File: src/rtl/cbps_pkg.sv
// ----------------------------------------------------------------------------
// cbps_pkg
// widths, codes and payload types of the capsule button pixel shader
// ----------------------------------------------------------------------------
package cbps_pkg;

    localparam int COORD_WIDTH_BITS  = 12;
    localparam int COORD_HEIGHT_BITS = 10;

    // radius and root width, radicand and remainder widths
    localparam int ROOT_BITS   = COORD_HEIGHT_BITS - 1;
    localparam int RAD_SQ_BITS = 2 * ROOT_BITS;
    localparam int REM_BITS    = ROOT_BITS + 2;

    // signed span for the column compares
    localparam int SPAN_BITS = ((COORD_WIDTH_BITS > COORD_HEIGHT_BITS) ?
                                COORD_WIDTH_BITS : COORD_HEIGHT_BITS) + 2;

    localparam int COLOR_BITS = 24;
    localparam int MODE_BITS  = 2;
    localparam int CLASS_BITS = 2;

    localparam int ADDR_BITS = 5;
    localparam int DATA_BITS = 32;

    localparam logic [COORD_WIDTH_BITS-1:0]  WIDTH_RESET  = COORD_WIDTH_BITS'(64);
    localparam logic [COORD_HEIGHT_BITS-1:0] HEIGHT_RESET = COORD_HEIGHT_BITS'(32);
    localparam logic [MODE_BITS-1:0]         MODE_RESET   = '0;
    localparam logic [COLOR_BITS-1:0]        BACK_RESET   = '0;
    localparam logic [COLOR_BITS-1:0]        EDGE_RESET   = '0;
    localparam logic [COLOR_BITS-1:0]        FACE_RESET   = '1;

    // draw modes, the unused fourth code draws like solid fill
    localparam logic [MODE_BITS-1:0] MODE_FILLED   = 2'd0;
    localparam logic [MODE_BITS-1:0] MODE_OUTLINED = 2'd1;
    localparam logic [MODE_BITS-1:0] MODE_SOLID    = 2'd2;

    typedef enum logic [2:0] {
        REG_WIDTH  = 3'd0,
        REG_HEIGHT = 3'd1,
        REG_MODE   = 3'd2,
        REG_BACK   = 3'd3,
        REG_EDGE   = 3'd4,
        REG_FACE   = 3'd5
    } t_reg_idx;

    typedef enum logic [CLASS_BITS-1:0] {
        CLASS_BACK = 2'd0,
        CLASS_EDGE = 2'd1,
        CLASS_FACE = 2'd2
    } t_pix_class;

    typedef struct packed {
        logic [COORD_WIDTH_BITS-1:0]  pixel_x;
        logic [COORD_HEIGHT_BITS-1:0] pixel_y;
    } t_pix_in;

    typedef struct packed {
        logic [COLOR_BITS-1:0] pixel_color;
        logic [CLASS_BITS-1:0] pixel_class;
    } t_pix_out;

    typedef struct packed {
        logic [COORD_WIDTH_BITS-1:0]  image_width;
        logic [COORD_HEIGHT_BITS-1:0] image_height;
        logic [MODE_BITS-1:0]         draw_mode;
        logic [COLOR_BITS-1:0]        back_color;
        logic [COLOR_BITS-1:0]        edge_color;
        logic [COLOR_BITS-1:0]        face_color;
    } t_cfg;

    // one square root in flight: radicand bits still to consume, root, remainder
    typedef struct packed {
        logic [RAD_SQ_BITS-1:0] n;
        logic [ROOT_BITS-1:0]   q;
        logic [REM_BITS-1:0]    rem;
    } t_root_lane;

    // per-pixel facts that ride along the root chain
    typedef struct packed {
        logic [COORD_WIDTH_BITS-1:0] x;
        logic                        in_img;
        logic                        edge_row;
        logic                        has_next;
    } t_side;

endpackage

File: src/rtl/cbps_root_cell.sv
// ----------------------------------------------------------------------------
// cbps_root_cell
// one digit of two integer square roots, registered, with pass-along data
// ----------------------------------------------------------------------------
module cbps_root_cell (
    input  logic                  i_clk,
    input  logic                  i_rst_n,
    input  logic                  i_valid,
    input  cbps_pkg::t_root_lane  i_lane0,
    input  cbps_pkg::t_root_lane  i_lane1,
    input  cbps_pkg::t_side       i_side,
    input  logic                  i_down_en,
    output logic                  o_up_en,
    output logic                  o_valid,
    output cbps_pkg::t_root_lane  o_lane0,
    output cbps_pkg::t_root_lane  o_lane1,
    output cbps_pkg::t_side       o_side
);

    localparam int QB = cbps_pkg::ROOT_BITS;
    localparam int NB = cbps_pkg::RAD_SQ_BITS;
    localparam int RB = cbps_pkg::REM_BITS;

    // restoring root step on the top two radicand bits
    function automatic cbps_pkg::t_root_lane root_step(input cbps_pkg::t_root_lane lane);
        logic [RB+1:0]        acc;
        logic [RB+1:0]        trial;
        logic [RB+1:0]        diff;
        cbps_pkg::t_root_lane nxt;
        acc   = {lane.rem, lane.n[NB-1 -: 2]};
        trial = {2'b00, lane.q, 2'b01};
        diff  = acc - trial;
        nxt.n = {lane.n[NB-3:0], 2'b00};
        if (acc >= trial) begin
            nxt.rem = diff[RB-1:0];
            nxt.q   = {lane.q[QB-2:0], 1'b1};
        end else begin
            nxt.rem = acc[RB-1:0];
            nxt.q   = {lane.q[QB-2:0], 1'b0};
        end
        return nxt;
    endfunction

    logic                 r_valid;
    cbps_pkg::t_root_lane r_lane0;
    cbps_pkg::t_root_lane r_lane1;
    cbps_pkg::t_side      r_side;
    cbps_pkg::t_root_lane n_lane0;
    cbps_pkg::t_root_lane n_lane1;
    logic                 advance;

    // cell takes new data when empty or when the next one takes ours
    assign advance = !r_valid || i_down_en;
    assign n_lane0 = root_step(i_lane0);
    assign n_lane1 = root_step(i_lane1);

    always_ff @(posedge i_clk) begin
        if (!i_rst_n) begin
            r_valid <= 1'b0;
        end else if (advance) begin
            r_valid <= i_valid;
        end
    end

    always_ff @(posedge i_clk) begin
        if (advance) begin
            r_lane0 <= n_lane0;
            r_lane1 <= n_lane1;
            r_side  <= i_side;
        end
    end

    assign o_up_en = advance;
    assign o_valid = r_valid;
    assign o_lane0 = r_lane0;
    assign o_lane1 = r_lane1;
    assign o_side  = r_side;

endmodule

File: src/rtl/cbps_cfg_regs.sv
// ----------------------------------------------------------------------------
// cbps_cfg_regs
// register file behind the bus port: size, mode and the three colors
// ----------------------------------------------------------------------------
module cbps_cfg_regs (
    input  logic                           i_clk,
    input  logic                           i_rst_n,
    input  logic                           psel,
    input  logic                           penable,
    input  logic                           pwrite,
    input  logic [cbps_pkg::ADDR_BITS-1:0] paddr,
    input  logic [cbps_pkg::DATA_BITS-1:0] pwdata,
    output logic [cbps_pkg::DATA_BITS-1:0] prdata,
    output logic                           pready,
    output cbps_pkg::t_cfg                 o_cfg
);

    localparam int WB = cbps_pkg::COORD_WIDTH_BITS;
    localparam int HB = cbps_pkg::COORD_HEIGHT_BITS;
    localparam int MB = cbps_pkg::MODE_BITS;
    localparam int CB = cbps_pkg::COLOR_BITS;
    localparam int DB = cbps_pkg::DATA_BITS;
    localparam int AB = cbps_pkg::ADDR_BITS;

    cbps_pkg::t_cfg   r_cfg;
    cbps_pkg::t_cfg   n_cfg;
    cbps_pkg::t_reg_idx idx;
    logic             wr;

    assign idx    = cbps_pkg::t_reg_idx'(paddr[AB-1:2]);
    assign wr     = psel && penable && pwrite;
    assign pready = 1'b1;

    always_comb begin
        n_cfg = r_cfg;
        if (wr) begin
            unique case (idx)
                cbps_pkg::REG_WIDTH:  n_cfg.image_width  = pwdata[WB-1:0];
                cbps_pkg::REG_HEIGHT: n_cfg.image_height = pwdata[HB-1:0];
                cbps_pkg::REG_MODE:   n_cfg.draw_mode    = pwdata[MB-1:0];
                cbps_pkg::REG_BACK:   n_cfg.back_color   = pwdata[CB-1:0];
                cbps_pkg::REG_EDGE:   n_cfg.edge_color   = pwdata[CB-1:0];
                cbps_pkg::REG_FACE:   n_cfg.face_color   = pwdata[CB-1:0];
                default:              n_cfg = r_cfg;
            endcase
        end
    end

    always_comb begin
        unique case (idx)
            cbps_pkg::REG_WIDTH:  prdata = DB'(r_cfg.image_width);
            cbps_pkg::REG_HEIGHT: prdata = DB'(r_cfg.image_height);
            cbps_pkg::REG_MODE:   prdata = DB'(r_cfg.draw_mode);
            cbps_pkg::REG_BACK:   prdata = DB'(r_cfg.back_color);
            cbps_pkg::REG_EDGE:   prdata = DB'(r_cfg.edge_color);
            cbps_pkg::REG_FACE:   prdata = DB'(r_cfg.face_color);
            default:              prdata = '0;
        endcase
    end

    always_ff @(posedge i_clk) begin
        if (!i_rst_n) begin
            r_cfg.image_width  <= cbps_pkg::WIDTH_RESET;
            r_cfg.image_height <= cbps_pkg::HEIGHT_RESET;
            r_cfg.draw_mode    <= cbps_pkg::MODE_RESET;
            r_cfg.back_color   <= cbps_pkg::BACK_RESET;
            r_cfg.edge_color   <= cbps_pkg::EDGE_RESET;
            r_cfg.face_color   <= cbps_pkg::FACE_RESET;
        end else begin
            r_cfg <= n_cfg;
        end
    end

    assign o_cfg = r_cfg;

endmodule

File: src/rtl/capsule_button_pixel_shader.sv
// ----------------------------------------------------------------------------
// capsule_button_pixel_shader
// colors one pixel of a capsule-shaped button as background, outline or face
// ----------------------------------------------------------------------------
//
//  channel   direction  handshake                  payload
//  in        request    i_in_valid / o_in_stall    i_in_data  (pixel_x, pixel_y)
//  out       result     o_out_valid / i_out_stall  o_out_data (pixel_color, pixel_class)
//  cfg       bus write  psel, penable, pwrite      paddr, pwdata, prdata
//
//  one pixel per clock while the output is not stalled; each request passes
//  mirror, multiply, one root cell per root bit, round and inset, then classify
//  into the output register
//  the chain of root cells sets the latency, one bit of both roots per cell
//  reset clears every valid flag and loads the register defaults, no sweep
//  a stage holds only while it is full and its successor cannot take, so
//  empty slots close up and a waiting result never blocks a free input stage
//
module capsule_button_pixel_shader (
    input  logic                           i_clk,
    input  logic                           i_rst_n,
    // configuration bus
    input  logic                           psel,
    input  logic                           penable,
    input  logic                           pwrite,
    input  logic [cbps_pkg::ADDR_BITS-1:0] paddr,
    input  logic [cbps_pkg::DATA_BITS-1:0] pwdata,
    output logic [cbps_pkg::DATA_BITS-1:0] prdata,
    output logic                           pready,
    // pixel requests
    input  logic                           i_in_valid,
    output logic                           o_in_stall,
    input  cbps_pkg::t_pix_in              i_in_data,
    // pixel results
    output logic                           o_out_valid,
    input  logic                           i_out_stall,
    output cbps_pkg::t_pix_out             o_out_data
);

    localparam int WB = cbps_pkg::COORD_WIDTH_BITS;
    localparam int HB = cbps_pkg::COORD_HEIGHT_BITS;
    localparam int QB = cbps_pkg::ROOT_BITS;
    localparam int NB = cbps_pkg::RAD_SQ_BITS;
    localparam int SW = cbps_pkg::SPAN_BITS;

    // ------------------------------------------------------------------
    // configuration registers and the derived image geometry
    // ------------------------------------------------------------------
    cbps_pkg::t_cfg cfg;

    cbps_cfg_regs u_cfg_regs (
        .i_clk   (i_clk),
        .i_rst_n (i_rst_n),
        .psel    (psel),
        .penable (penable),
        .pwrite  (pwrite),
        .paddr   (paddr),
        .pwdata  (pwdata),
        .prdata  (prdata),
        .pready  (pready),
        .o_cfg   (cfg)
    );

    logic [QB-1:0] radius;
    logic [HB-1:0] img_h;
    logic [HB-1:0] last_row;
    logic [WB-1:0] img_w;

    // sizes are forced even, radius is half the height
    assign radius   = cfg.image_height[HB-1:1];
    assign img_h    = {radius, 1'b0};
    assign img_w    = {cfg.image_width[WB-1:1], 1'b0};
    assign last_row = img_h - HB'(1);

    // ------------------------------------------------------------------
    // stall chain, each stage moves when empty or drained downstream
    // ------------------------------------------------------------------
    logic en_p1;
    logic en_p2;
    logic en_f1;
    logic en_out;
    logic c_en [QB+1];

    logic r_p1_valid;
    logic r_p2_valid;
    logic r_f1_valid;
    logic r_out_valid;

    assign en_out     = !r_out_valid || !i_out_stall;
    assign en_f1      = !r_f1_valid || en_out;
    assign c_en[QB]   = en_f1;
    assign en_p2      = !r_p2_valid || c_en[0];
    assign en_p1      = !r_p1_valid || en_p2;
    assign o_in_stall = !en_p1;

    // ------------------------------------------------------------------
    // stage p1: bounds, edge rows, mirror the row into the upper half
    // ------------------------------------------------------------------
    cbps_pkg::t_side r_p1_side;
    cbps_pkg::t_side n_p1_side;
    logic [QB-1:0]   r_p1_m;
    logic [QB-1:0]   n_p1_m;
    logic [HB-1:0]   y_mir;
    logic [HB:0]     m_next;

    always_comb begin
        if (i_in_data.pixel_y < {1'b0, radius}) begin
            y_mir = i_in_data.pixel_y;
        end else begin
            y_mir = last_row - i_in_data.pixel_y;
        end
        m_next             = {1'b0, y_mir} + (HB+1)'(1);
        n_p1_side.x        = i_in_data.pixel_x;
        n_p1_side.in_img   = (i_in_data.pixel_x < img_w) && (i_in_data.pixel_y < img_h);
        n_p1_side.edge_row = (i_in_data.pixel_y == '0) || (i_in_data.pixel_y == last_row);
        // middle row has no next row, its slope counts as zero
        n_p1_side.has_next = m_next < {2'b00, radius};
        n_p1_m             = y_mir[QB-1:0];
    end

    // ------------------------------------------------------------------
    // stage p2: radicands m*(2r-m) for this row and the next one
    // ------------------------------------------------------------------
    cbps_pkg::t_side      r_p2_side;
    cbps_pkg::t_root_lane r_p2_lane0;
    cbps_pkg::t_root_lane r_p2_lane1;
    cbps_pkg::t_root_lane n_p2_lane0;
    cbps_pkg::t_root_lane n_p2_lane1;
    logic [QB:0]          two_r;
    logic [QB:0]          m_inc;
    logic [QB:0]          span0;
    logic [QB:0]          span1;
    logic [NB-1:0]        prod0;
    logic [NB-1:0]        prod1;

    always_comb begin
        two_r          = {radius, 1'b0};
        m_inc          = {1'b0, r_p1_m} + (QB+1)'(1);
        span0          = two_r - {1'b0, r_p1_m};
        span1          = two_r - m_inc;
        // radicand never exceeds r*r, so it fits the root width squared
        prod0          = NB'(r_p1_m) * NB'(span0);
        prod1          = NB'(m_inc) * NB'(span1);
        n_p2_lane0.n   = prod0;
        n_p2_lane0.q   = '0;
        n_p2_lane0.rem = '0;
        n_p2_lane1.n   = prod1;
        n_p2_lane1.q   = '0;
        n_p2_lane1.rem = '0;
    end

    // ------------------------------------------------------------------
    // root chain: one cell per root bit, both roots side by side
    // ------------------------------------------------------------------
    logic                 c_valid [QB+1];
    cbps_pkg::t_root_lane c_lane0 [QB+1];
    cbps_pkg::t_root_lane c_lane1 [QB+1];
    cbps_pkg::t_side      c_side  [QB+1];

    assign c_valid[0] = r_p2_valid;
    assign c_lane0[0] = r_p2_lane0;
    assign c_lane1[0] = r_p2_lane1;
    assign c_side[0]  = r_p2_side;

    for (genvar k = 0; k < QB; k++) begin : g_cell
        cbps_root_cell u_cell (
            .i_clk     (i_clk),
            .i_rst_n   (i_rst_n),
            .i_valid   (c_valid[k]),
            .i_lane0   (c_lane0[k]),
            .i_lane1   (c_lane1[k]),
            .i_side    (c_side[k]),
            .i_down_en (c_en[k+1]),
            .o_up_en   (c_en[k]),
            .o_valid   (c_valid[k+1]),
            .o_lane0   (c_lane0[k+1]),
            .o_lane1   (c_lane1[k+1]),
            .o_side    (c_side[k+1])
        );
    end

    // ------------------------------------------------------------------
    // stage f1: round the roots, insets of both rows, outline slope
    // ------------------------------------------------------------------
    // round to nearest, halves down: bump when remainder exceeds the root
    function automatic logic [QB-1:0] inset_of(input cbps_pkg::t_root_lane lane,
                                               input logic [QB-1:0] rad);
        logic [QB:0] s;
        s = {1'b0, lane.q} + (QB+1)'(lane.rem > {2'b00, lane.q});
        return rad - s[QB-1:0];
    endfunction

    cbps_pkg::t_side r_f1_side;
    logic [QB-1:0]   r_f1_ins;
    logic [QB-1:0]   r_f1_xa;
    logic            r_f1_zero;
    logic            r_f1_steep;
    logic [QB-1:0]   ins0;
    logic [QB-1:0]   ins1;
    logic [QB-1:0]   n_f1_xa;
    logic            n_f1_steep;

    always_comb begin
        ins0 = inset_of(c_lane0[QB], radius);
        ins1 = inset_of(c_lane1[QB], radius);
        // inset minus slope is simply the next row's inset
        n_f1_xa    = c_side[QB].has_next ? ins1 : ins0;
        // flat or steep row: zero slope, or inset minus slope below two
        n_f1_steep = !c_side[QB].has_next || (ins0 == ins1) ||
                     (n_f1_xa == '0) || (n_f1_xa == QB'(1));
    end

    // ------------------------------------------------------------------
    // stage f2: classify against the insets, pick the color
    // ------------------------------------------------------------------
    logic signed [SW-1:0]  xs;
    logic signed [SW-1:0]  ins_s;
    logic signed [SW-1:0]  xa_s;
    logic signed [SW-1:0]  w_ins;
    logic signed [SW-1:0]  w_xa;
    logic signed [SW-1:0]  w_m1;
    cbps_pkg::t_pix_class  cls;
    cbps_pkg::t_pix_out    r_out;
    cbps_pkg::t_pix_out    n_out;

    always_comb begin
        xs    = SW'(r_f1_side.x);
        ins_s = SW'(r_f1_ins);
        xa_s  = SW'(r_f1_xa);
        w_ins = SW'(img_w) - ins_s;
        w_xa  = SW'(img_w) - xa_s;
        w_m1  = SW'(img_w) - SW'(1);
        cls   = cbps_pkg::CLASS_BACK;
        if (r_f1_side.in_img) begin
            if (cfg.draw_mode >= cbps_pkg::MODE_SOLID) begin
                cls = cbps_pkg::CLASS_FACE;
            end else if (cfg.draw_mode == cbps_pkg::MODE_FILLED) begin
                cls = (xs < ins_s || xs >= w_ins) ? cbps_pkg::CLASS_BACK
                                                  : cbps_pkg::CLASS_FACE;
            end else if (r_f1_side.edge_row) begin
                // top and bottom rows are all outline between the ends
                cls = (xs < xa_s || xs > w_xa) ? cbps_pkg::CLASS_BACK
                                               : cbps_pkg::CLASS_EDGE;
            end else if (r_f1_zero) begin
                // straight sides: outline only in the first and last column
                cls = (xs == '0 || xs == w_m1) ? cbps_pkg::CLASS_EDGE
                                               : cbps_pkg::CLASS_FACE;
            end else if (r_f1_steep) begin
                // single outline pixel at each inset
                if (xs == ins_s || xs == w_ins) begin
                    cls = cbps_pkg::CLASS_EDGE;
                end else if (xs < ins_s || xs > w_ins) begin
                    cls = cbps_pkg::CLASS_BACK;
                end else begin
                    cls = cbps_pkg::CLASS_FACE;
                end
            end else begin
                // outline run from next row's inset up to this row's inset
                if (xs < xa_s || xs > w_xa) begin
                    cls = cbps_pkg::CLASS_BACK;
                end else if (xs >= ins_s && xs <= w_ins) begin
                    cls = cbps_pkg::CLASS_FACE;
                end else begin
                    cls = cbps_pkg::CLASS_EDGE;
                end
            end
        end
        n_out.pixel_class = cls;
        case (cls)
            cbps_pkg::CLASS_EDGE: n_out.pixel_color = cfg.edge_color;
            cbps_pkg::CLASS_FACE: n_out.pixel_color = cfg.face_color;
            default:              n_out.pixel_color = cfg.back_color;
        endcase
    end

    // ------------------------------------------------------------------
    // registers
    // ------------------------------------------------------------------
    always_ff @(posedge i_clk) begin
        if (!i_rst_n) begin
            r_p1_valid  <= 1'b0;
            r_p2_valid  <= 1'b0;
            r_f1_valid  <= 1'b0;
            r_out_valid <= 1'b0;
        end else begin
            if (en_p1) begin
                r_p1_valid <= i_in_valid;
            end
            if (en_p2) begin
                r_p2_valid <= r_p1_valid;
            end
            if (en_f1) begin
                r_f1_valid <= c_valid[QB];
            end
            if (en_out) begin
                r_out_valid <= r_f1_valid;
            end
        end
    end

    // payload, loaded whenever its stage moves
    always_ff @(posedge i_clk) begin
        if (en_p1) begin
            r_p1_side <= n_p1_side;
            r_p1_m    <= n_p1_m;
        end
        if (en_p2) begin
            r_p2_side  <= r_p1_side;
            r_p2_lane0 <= n_p2_lane0;
            r_p2_lane1 <= n_p2_lane1;
        end
        if (en_f1) begin
            r_f1_side  <= c_side[QB];
            r_f1_ins   <= ins0;
            r_f1_xa    <= n_f1_xa;
            r_f1_zero  <= (ins0 == '0);
            r_f1_steep <= n_f1_steep;
        end
        if (en_out) begin
            r_out <= n_out;
        end
    end

    assign o_out_valid = r_out_valid;
    assign o_out_data  = r_out;

endmodule

File: config.mk
export PLATFORM = sky130hd
export DESIGN_NAME = capsule_button_pixel_shader
export DESIGN_NICKNAME = d
export VERILOG_FILES = /design/src/rtl/cbps_pkg.sv /design/src/rtl/cbps_root_cell.sv /design/src/rtl/cbps_cfg_regs.sv /design/src/rtl/capsule_button_pixel_shader.sv
export SDC_FILE = /design/constraint.sdc
export NUM_CORES = 2
export LEC_CHECK = 0
export BUFFER_PORTS_ARGS = -buffer_cell sky130_fd_sc_hd__buf_2
export CORE_AREA = 5 5 276 278
export CTS_CLUSTER_DIAMETER = 150
export DETAILED_ROUTE_END_ITERATION = 16
export DIE_AREA = 0 0 281 283
export PLACE_DENSITY = 0.82
export SETUP_SLACK_MARGIN = 0.02
export SYNTH_ARGS = -nofsm -noshare
export SYNTH_HDL_FRONTEND = slang
export SYNTH_SLANG_ARGS = --single-unit
File: constraint.sdc
create_clock -name i_clk -period 10.2 [get_ports i_clk]
set_clock_uncertainty 0.05 [all_clocks]
set_input_delay 0.51 -clock i_clk [delete_from_list [all_inputs] [get_ports i_clk]]
set_output_delay 0.51 -clock i_clk [all_outputs]
set_load 0.005 [all_outputs]
==> key figures <==
Timing
  • Tcrit/Tclk final: 86.4%
  • Final Max Tran Viols: 0
  • Period minus WS final: 8810 ps
  • Rel. slew slack: 17.1%
  • Worst-Margin Slew: 1240 ps
  • RSZ-0062 raised after global routing: no
  • Total negative setup slack: 0 ps
  • Final hold viol count: 0
  • Max Clk Rate: 113 MHz
  • # setup viols final: 0

Floorplan
  • I/O Pins: 127
  • Initial Util: 59.1%
  • Die outline height: 283 um
  • Die area: 0.0795 mm2
  • FP Rows: 100
  • Core area: 0.0737 mm2
  • Horiz. Die Dim: 281 um

Placement
  • Input/output buffers: 107
  • DP Area: 0.0452 mm2
  • DP Wirelength: 66700 um
  • GPL Wtd Cong: 0.887

Flow run
  • Max-cap violations: 0

Detailed routing
  • Routed WL: 95300 um
  • Via Count: 28979
  • DR vias/cell: 5.80
  • WL/cell: 19.1 um
  • Pre-antenna DRT Iters: 6
  • Initial drt markers: 2582
  • Final ANT Viol Nets: 0
  • Drc violations: 0

Status
  • Status: complete, no violations

GRT
  • Global-route wire length before repair: 152000 um
  • Number of global-route vias before repair: 29258
  • Gr usage total: 23.7%
  • Initial antenna violation count: 7
  • GRT overflow: 0
  • Largest net degree at the start of global routing: 110

Worst setup path
  • Crit path launch type: flop
  • Max FO, Critical Path: 16
  • Largest stage delay, worst path: 790 ps
  • Register-to-Register Path Depth: 28
  • Worst setup EP type: flop
  • Worst path slowest cell: edfxtp_1
  • CP arrival: 9130 ps
  • Crit path kind: reg -> reg
  • WP data required: 10520 ps
  • Setup slack, reg-to-reg: 1390 ps

Synth
  • Async set or reset register ratio after synthesis: 0%
  • Post-synth EDFFs: 676
  • Mapped Area: 0.0436 mm2
  • Sequential area share after synthesis: 51.6%
  • Top FF cell, synth: edfxtp_1
  • Synth unique cells: 72
  • #FFs+latches synth: 785
  • Ys Warns: 0
  • Cells after Synth: 3834
  • Syn avg cell area: 11.4 um2

Power and ir drop
  • P_leak: 20.6 nW
  • Peak VDD IR: 0.616 mV
  • Pwr Density: 343 mW/mm2

Clock network
  • Post_cts resized: 0
  • Clk buf depth: 3
  • CTS Buf Count: 77
  • Clk sinks: 785
  • CTS tree: built
  • H-tree Lvls: 3
  • Worst-Skew Late Latency: 650 ps
  • CTS Root Cell: clkbuf_16
  • CTS clk-pin slew, worst paths: 60 ps

Worst hold path
  • Class of the tightest hold or removal check: in -> reg
  • Hold Crit Depth: 1

Cells and area
  • # nets final: 4506
  • Number of fill cells: 5106
  • Final Instance Area: 0.0478 mm2
  • FF+latch area: 0.0225 mm2
  • Share of layout cells above drive strength 1: 8.48%
  • Area added between synthesis and finish: 9.59%
  • Area occupied by multi-input gates: 0.0191 mm2
timing repair:
action / 4_1_cts / 5_1_grt
hold endpoints to repair: 5 / 0
setup buffers: 0 / 0
hold buffers: 5 / 0
cells in the final DEF (no fill, tap or decap), drive strengths merged, types with 8 or more instances in the layout:
cell / Yosys / routed
a211oi: 11 / 11
a21boi: 85 / 85
a21o: 62 / 62
a21oi: 152 / 152
a22oi: 43 / 43
and2: 33 / 33
and3: 10 / 10
buf: 19 / 140
clkbuf: 89 / 91
clkinv: 0 / 33
clkinvlp: 0 / 8
conb: 2 / 12
dfxtp: 109 / 109
edfxtp: 676 / 676
fa: 125 / 125
ha: 355 / 355
inv: 423 / 429
mux2: 31 / 31
mux2i: 28 / 28
nand2: 415 / 415
nand2b: 67 / 67
nand3: 68 / 68
nand4: 32 / 32
nor2: 199 / 199
nor2b: 64 / 64
nor3: 58 / 58
nor4: 36 / 36
o21a: 64 / 64
o21ai: 161 / 161
o21bai: 15 / 15
o22ai: 12 / 12
o31ai: 12 / 12
or2: 30 / 30
or3: 23 / 23
or4: 14 / 14
xnor2: 159 / 159
xor2: 74 / 74
flip-flops by register name (all words and copies together), names as in the netlist:
name                   cells
r_f1_zero                  1
g_cell.u_cell.o_side     135
g_cell.u_cell.o_valid      9
g_cell.u_cell.o_lane1    203
r_f1_valid                 1
o_out_data                26
c_lane1                   18
u_cfg_regs.o_cfg          96
r_p1_side                 15
r_f1_steep                 1
c_side                    15
r_f1_side                 14
o_out_valid                1
r_p2_valid                 1
c_lane0                   18
r_f1_xa                    9
g_cell.u_cell.o_lane0    203
r_p1_m                     9
r_p1_valid                 1
r_f1_ins                   9
report_power, final:
| part | internal [W] | leakage (nW) | total, W | switching, W |
|---|---|---|---|---|
| registers | 0.00498 | 7.97 | 0.00551 | 0.000523 |
| clock network | 0.00155 | 1.21 | 0.00281 | 0.00126 |
| logic | 0.00357 | 11.4 | 0.00806 | 0.00449 |
final cells by class:
type	count	area share, %
clock buffers	91	4.23
flip-flops and latches	785	47.1
clock inverters	51	1.05
well taps	969	2.54
repair buffers	145	1.74
inverters	423	3.32
multi-input cells	2528	40.0
diodes	4	0.0210
cells in the mapped netlist (all sizes together) (74+ instances only):
master  count  area share [%]
a21boi     85             1.5
a21oi     152             1.7
clkbuf     89            0.77
dfxtp     109             5.0
edfxtp    676              47
fa        125             5.7
ha        355              10
inv       423             3.6
nand2     415             3.6
nor2      199             1.7
o21ai     161             1.8
xnor2     159             3.3
xor2       74             1.5
critical path, delay by kind of cell, from the launching register on:
kind / cells / cell delay, ps
AO/OA/AOI/OAI: 6 / 1080
AND/OR/NAND/NOR: 3 / 600
adder cells (fa/ha/maj): 11 / 4790
flip-flops: 1 / 790
XOR/XNOR: 3 / 780
buffers and inverters: 5 / 440
layer usage:
layer	track usage, %	part of all wire (%)	vias to the layer above
met5	0	0	-
met4	8.18	3.3	0
met3	4.27	8.4	268
met2	40.4	49	1130
met1	30.9	39	13937
li1	-	-	13644
cell families (layout without fill, tap and decap cells):
group,Yosys count,count (layout),synth area share [%]
buffers and inverters,531,710,4.66
adder cells (fa/ha/maj),484,484,16.0
multiplexers,60,60,1.50
flip-flops,785,785,51.6
other,2,16,0.0172
XOR/XNOR,233,233,4.74
AO/OA/AOI/OAI,666,666,9.75
AND/OR/NAND/NOR,1073,1073,11.7
per-stage QoR:
step	std cells	utilization (%)	total power, W	hold slack, ps	setup slack [ps]
3_5_place_dp	4845	61.3	0.0134	355	1450
2_1_floorplan	3844	-	0.0115	350	2400
3_3_place_gp	4845	61.3	0.0131	350	1580
5_1_grt	4995	64.8	0.0177	16.9	999
6_report	4996	64.8	0.0164	37.9	1390
4_1_cts	4992	64.8	0.0164	3.51	1420
worst paths after layout:
| kind | to | start |
|---|---|---|
| min reg2reg | c_side[135] | r_p1_side[0] |
| max reg2reg | c_lane1[379] | r_p1_m[1] |
| min | r_p1_side[5] | i_in_data[12] |
| max | c_lane1[379] | r_p1_m[1] |
Power figures use the tool's default switching activity.
